==> src/rtl/core/ttsc_ram.sv <==
// generic single-port ram with registered read
`timescale 1ns / 1ps
module ttsc_ram #(
   parameter int Width = 8,
   parameter int Depth = 256
) (
   input  logic                     clock,
   input  logic                     wr_en,
   input  logic [$clog2(Depth)-1:0] addr,
   input  logic [Width-1:0]         wr_data,
   output logic [Width-1:0]         rd_data
);
   logic [Width-1:0] mem [Depth];
   logic [Width-1:0] rd_data_ff;

   always_ff @(posedge clock) begin
      if (wr_en) begin
         mem[addr] <= wr_data;
      end
      rd_data_ff <= mem[addr];
   end

   assign rd_data = rd_data_ff;
endmodule

==> config.mk <==
export PLATFORM = sky130hd
export DESIGN_NAME = ttsc_ram
export DESIGN_NICKNAME = d
export VERILOG_FILES = /design/src/rtl/core/ttsc_ram.sv
export SDC_FILE = /design/constraint.sdc
export NUM_CORES = 2
export LEC_CHECK = 0
export ABC_AREA = 0
export BUFFER_PORTS_ARGS = -buffer_cell sky130_fd_sc_hd__buf_2
export CAP_MARGIN = 20
export CORE_MARGIN = 1
export CORE_UTILIZATION = 25
export DETAILED_ROUTE_END_ITERATION = 10
export SYNTH_ARGS = -nofsm -noshare
export SYNTH_HDL_FRONTEND = slang
export SYNTH_SLANG_ARGS = --single-unit
==> constraint.sdc <==
create_clock -name clock -period 2.6 [get_ports clock]
set_input_delay 0.52 -clock clock [delete_from_list [all_inputs] [get_ports clock]]
set_output_delay 0.52 -clock clock [all_outputs]
set_load 0.05 [all_outputs]
# == Word level (Yosys, flattened, before mapping) ==
# Memory sizes are Yosys's and may differ from the RTL's. A register that Yosys moved wholly into a read port is not among the register bits.
# Index checks and enable logic that the tools add are counted.
# classes
n_addsub,0
n_mul,0
div_mod_pow,0
magnitude_cmp,0
eq_ne,0
shift,0
muxes,2
n_bitwise,0
n_reduce_logical,0
# op_table
operator,n
$mux 1,2
# word_totals
regBits,0
latch_bits,0
ramBits,2048
romBits,0
inputBits,18
out_inout_bits,8
word_cells,3
memories,1
# memory_table
memory,depth,word_bits,read_ports,rd_ports_with_merged_regs,wr,line,source
mem,256,8,1,1,1,13,logic [Width-1:0] mem [Depth];

# == Logic depth before layout (Yosys ltp) ==
# depth
depth_word,2
depth_mapped,10
ltp_nobuf,5

# == Least setup slack after synthesis ==
# OpenSTA, ideal clock, no wires.
# synth_timing
path_type,input port to flip-flop
from,input addr[1]
to,memory mem[111][0] (enable)
setup_ns,0.370
t_arrival_ns,2.369
t_required_ns,2.230
slack_ns,-0.139
path_stages,9
n_path_buf,5
cell_sequence,buf_2 > clkbuf_1 > clkbuf_1 > nand2_1 > buf_2 > nor2_1 > nand2_1 > clkbuf_1 > nor2_1
# synth_rtl
element,line,source
from (decl),9,"input logic [$clog2(Depth)-1:0] addr,"
to (decl),13,
# No word-level cell before the write port.

==> flow_metrics.tcl <==
set metrics [dict create \
    area_growth_syn_to_layout_pct 22.4 \
    synth_seq_area_share 0.786 \
    rsz0062_at_grt "no" \
    track_usage 0.125 \
    synth_warnings 0 \
    path_cells "buf_8, buf_4, buf_12, buf_4, mux4_2, a22oi_1, a21oi_1, o41ai_2, buf_4, nand4_1" \
    slew_headroom 0.376 \
    finalClockSkew_ps 25.6 \
    vias 39400 \
    final_cells 8509 \
    arrival_ps 3260 \
    ys.flop_type "edfxtp_1" \
    yosys-mux-area-fraction 0.147 \
    ys_top_cells_by_area "edfxtp_1 (78%), mux4_2 (15%), a22oi_1 (2.4%)" \
    min_path_type "in2reg" \
    core-area_um2 312000 \
    synth_common_cells "edfxtp_1 (2,048), mux4_2 (512), a22oi_1 (256)" \
    clock_sinks 2056 \
    synth-async-reset-ratio 0 \
    clockBufferDepth 3 \
    first_global_vias 40700 \
    clk_latency_ps 820 \
    worst_ep_required_time_ps 3290 \
    grt_overflow 0 \
    drc_errors 0 \
    whs_path_depth 1 \
    final_nets 4208 \
    finalHoldViolCount 0 \
    synth_enable_flop_cells 2048 \
    irDropWorstVdd_mv 0.553 \
    wirelength_um 201000 \
    grt_first_pass_wirelength_um 291000 \
    fin_tns_setup_ps 0 \
    max-cap-violations 0 \
    place_inst 8123 \
    hpwl_um 129000 \
    synth.distinct_cells 22 \
    route.antenna.remaining_nets 0 \
    post-route-period-util 0.985 \
    first_pass_iters 5 \
    syn-cell-area_um2 78500 \
    syn_inst 3547 \
    power_density_nw_per_um2 727 \
    period_minus_slack_ps 2560 \
    port_buffers 25 \
    post_cts_buffers 0 \
    setup_viol 0 \
    htree_num_levels 4 \
    reg2reg_depth 6 \
    die_w_um 562 \
    grt_max_degree 99 \
    gp_congestion 0.816 \
    drive_above_1_share 0.348 \
    boundaryPins 26 \
    synth_seq_cells 2056 \
    outcome "completed" \
    clk_pin_slew_ps 60 \
    synthXorXnorAreaFrac 0 \
    worst_slew_pin_slew_ps 933 \
    syn_area_per_cell_um2 22.1 \
    cts_made_buffers 205 \
    cp_max_fo 12 \
    end_kind "flop" \
    die_y_um 562 \
    path_common_cell "buf_4" \
    start_kind "input port" \
    synth_top_family_by_area "multiplexers" \
    wire_per_inst_um 23.6 \
    syn_nets 3565 \
    synth_adder_area_share 0 \
    yosysTopAreaCellShare 0.783 \
    leakagePower_nw 29.8 \
    cts_tree "built" \
    worst_path_max_delay_cell "o41ai_2" \
    yosys.area_share.simple 0.0173 \
    via_per_inst 4.63 \
    synth_compound_area_frac 0.0362 \
    synth_largest_area_cell "edfxtp_1" \
    start_util 0.251 \
    whs_ps 124 \
    slowest_delay_ps 580 \
    max_freq_mhz 390 \
    antenna_found_initial 11 \
    worstSetupPathType "in2reg" \
    std_cell_rows 205 \
    cts_root_buf "clkbuf_16" \
    drv_slew 0 \
    yosysMostFrequentCell "edfxtp_1" \
    die_area_um2 316000 \
    drt-initial-drc-count 4296 \
]
state kept, by name, indices dropped and copies added, names as in the netlist:
| signal | cells |
|---|---|
| rd_data | 8 |
| mem | 2048 |
critical path: cells and delay by family:
kind | cells | cell delay [ps]
AND/OR/NAND/NOR | 1 | 90
buffers and inverters | 5 | 980
AO/OA/AOI/OAI | 3 | 1060
multiplexers | 1 | 560
layer usage:
| layer | wire length (um) | GRT usage | vias to the layer above |
|---|---|---|---|
| met3 | 14800 | 0.0228 | 282 |
| met5 | 0 | 0 | - |
| met4 | 4690 | 0.0337 | 0 |
| li1 | - | - | 16400 |
| met2 | 98800 | 0.208 | 1496 |
| met1 | 82800 | 0.169 | 21200 |
per-stage QoR:
stage	total power [W]	instance area [um^2]	utilization	setup WS (ps)
finish	0.0699	96100	0.308	37.8
global route	0.0718	96100	0.308	25.9
CTS	0.0704	96000	0.308	67.2
detailed placement	0.0410	89300	0.286	-1090
global placement	0.0410	89300	0.286	-1230
floorplan	0.0390	78600	-	-97.5
logic make-up after synthesis:
kind of cell / count (synthesis)
AOI/OAI and AO/OA: 416
buffers and inverters: 233
DFF: 2056
muxes: 512
and+or+nand+nor: 330
report_power, final:
part	switching (W)	total (W)	internal, W	leakage (nW)
Combinational	0.00219	0.00365	0.00146	8.06
Clock	0.0126	0.0296	0.0171	3.28
Sequential	0.0000716	0.0366	0.0365	18.5
Total	0.0148	0.0699	0.0550	29.8
area by class of cell:
class | instances | area, um^2
Multi-Input combinational cell | 1258 | 15900
Fill cell | 29700 | 216000
Clock buffer | 250 | 5430
Clock inverter | 132 | 1310
Inverter | 1 | 3.75
Sequential cell | 2056 | 61700
Timing Repair Buffer | 668 | 6570
Antenna cell | 4 | 10.0
Tap cell | 4140 | 5180
final timing paths:
kind                             startpoint     endpoint  slack [ps]
worst max-delay path                addr[0]   rd_data[6]          40
worst min-delay path             wr_data[7]  mem[162][7]         120
worst max register to register  mem[171][5]   rd_data[5]         160
worst min register to register   mem[70][0]   rd_data[0]        1100
cells in the final DEF (no fill, tap or decap), drive strengths merged:
master and count:
dfxtp 8, nor3 30, bufinv 22, clkbuf 250, or3 1, nand2b 6
clkinv 90, clkinvlp 11, a21oi 128, buf 668, inv 10, nand4 8
nor2 232, mux4 512, a22oi 256, nor2b 7, diode 4, and2 3
or2 2, o41ai 32, nand2 28, edfxtp 2048, nand3 13
timing repair:
item,CTS,global route
hold endpoints to repair,0,0
setup endpoints to repair,3,2
hold buffers,0,0
gates cloned,0,0
resized for setup,3,2
No activity file was read; power rests on OpenSTA's default activity.
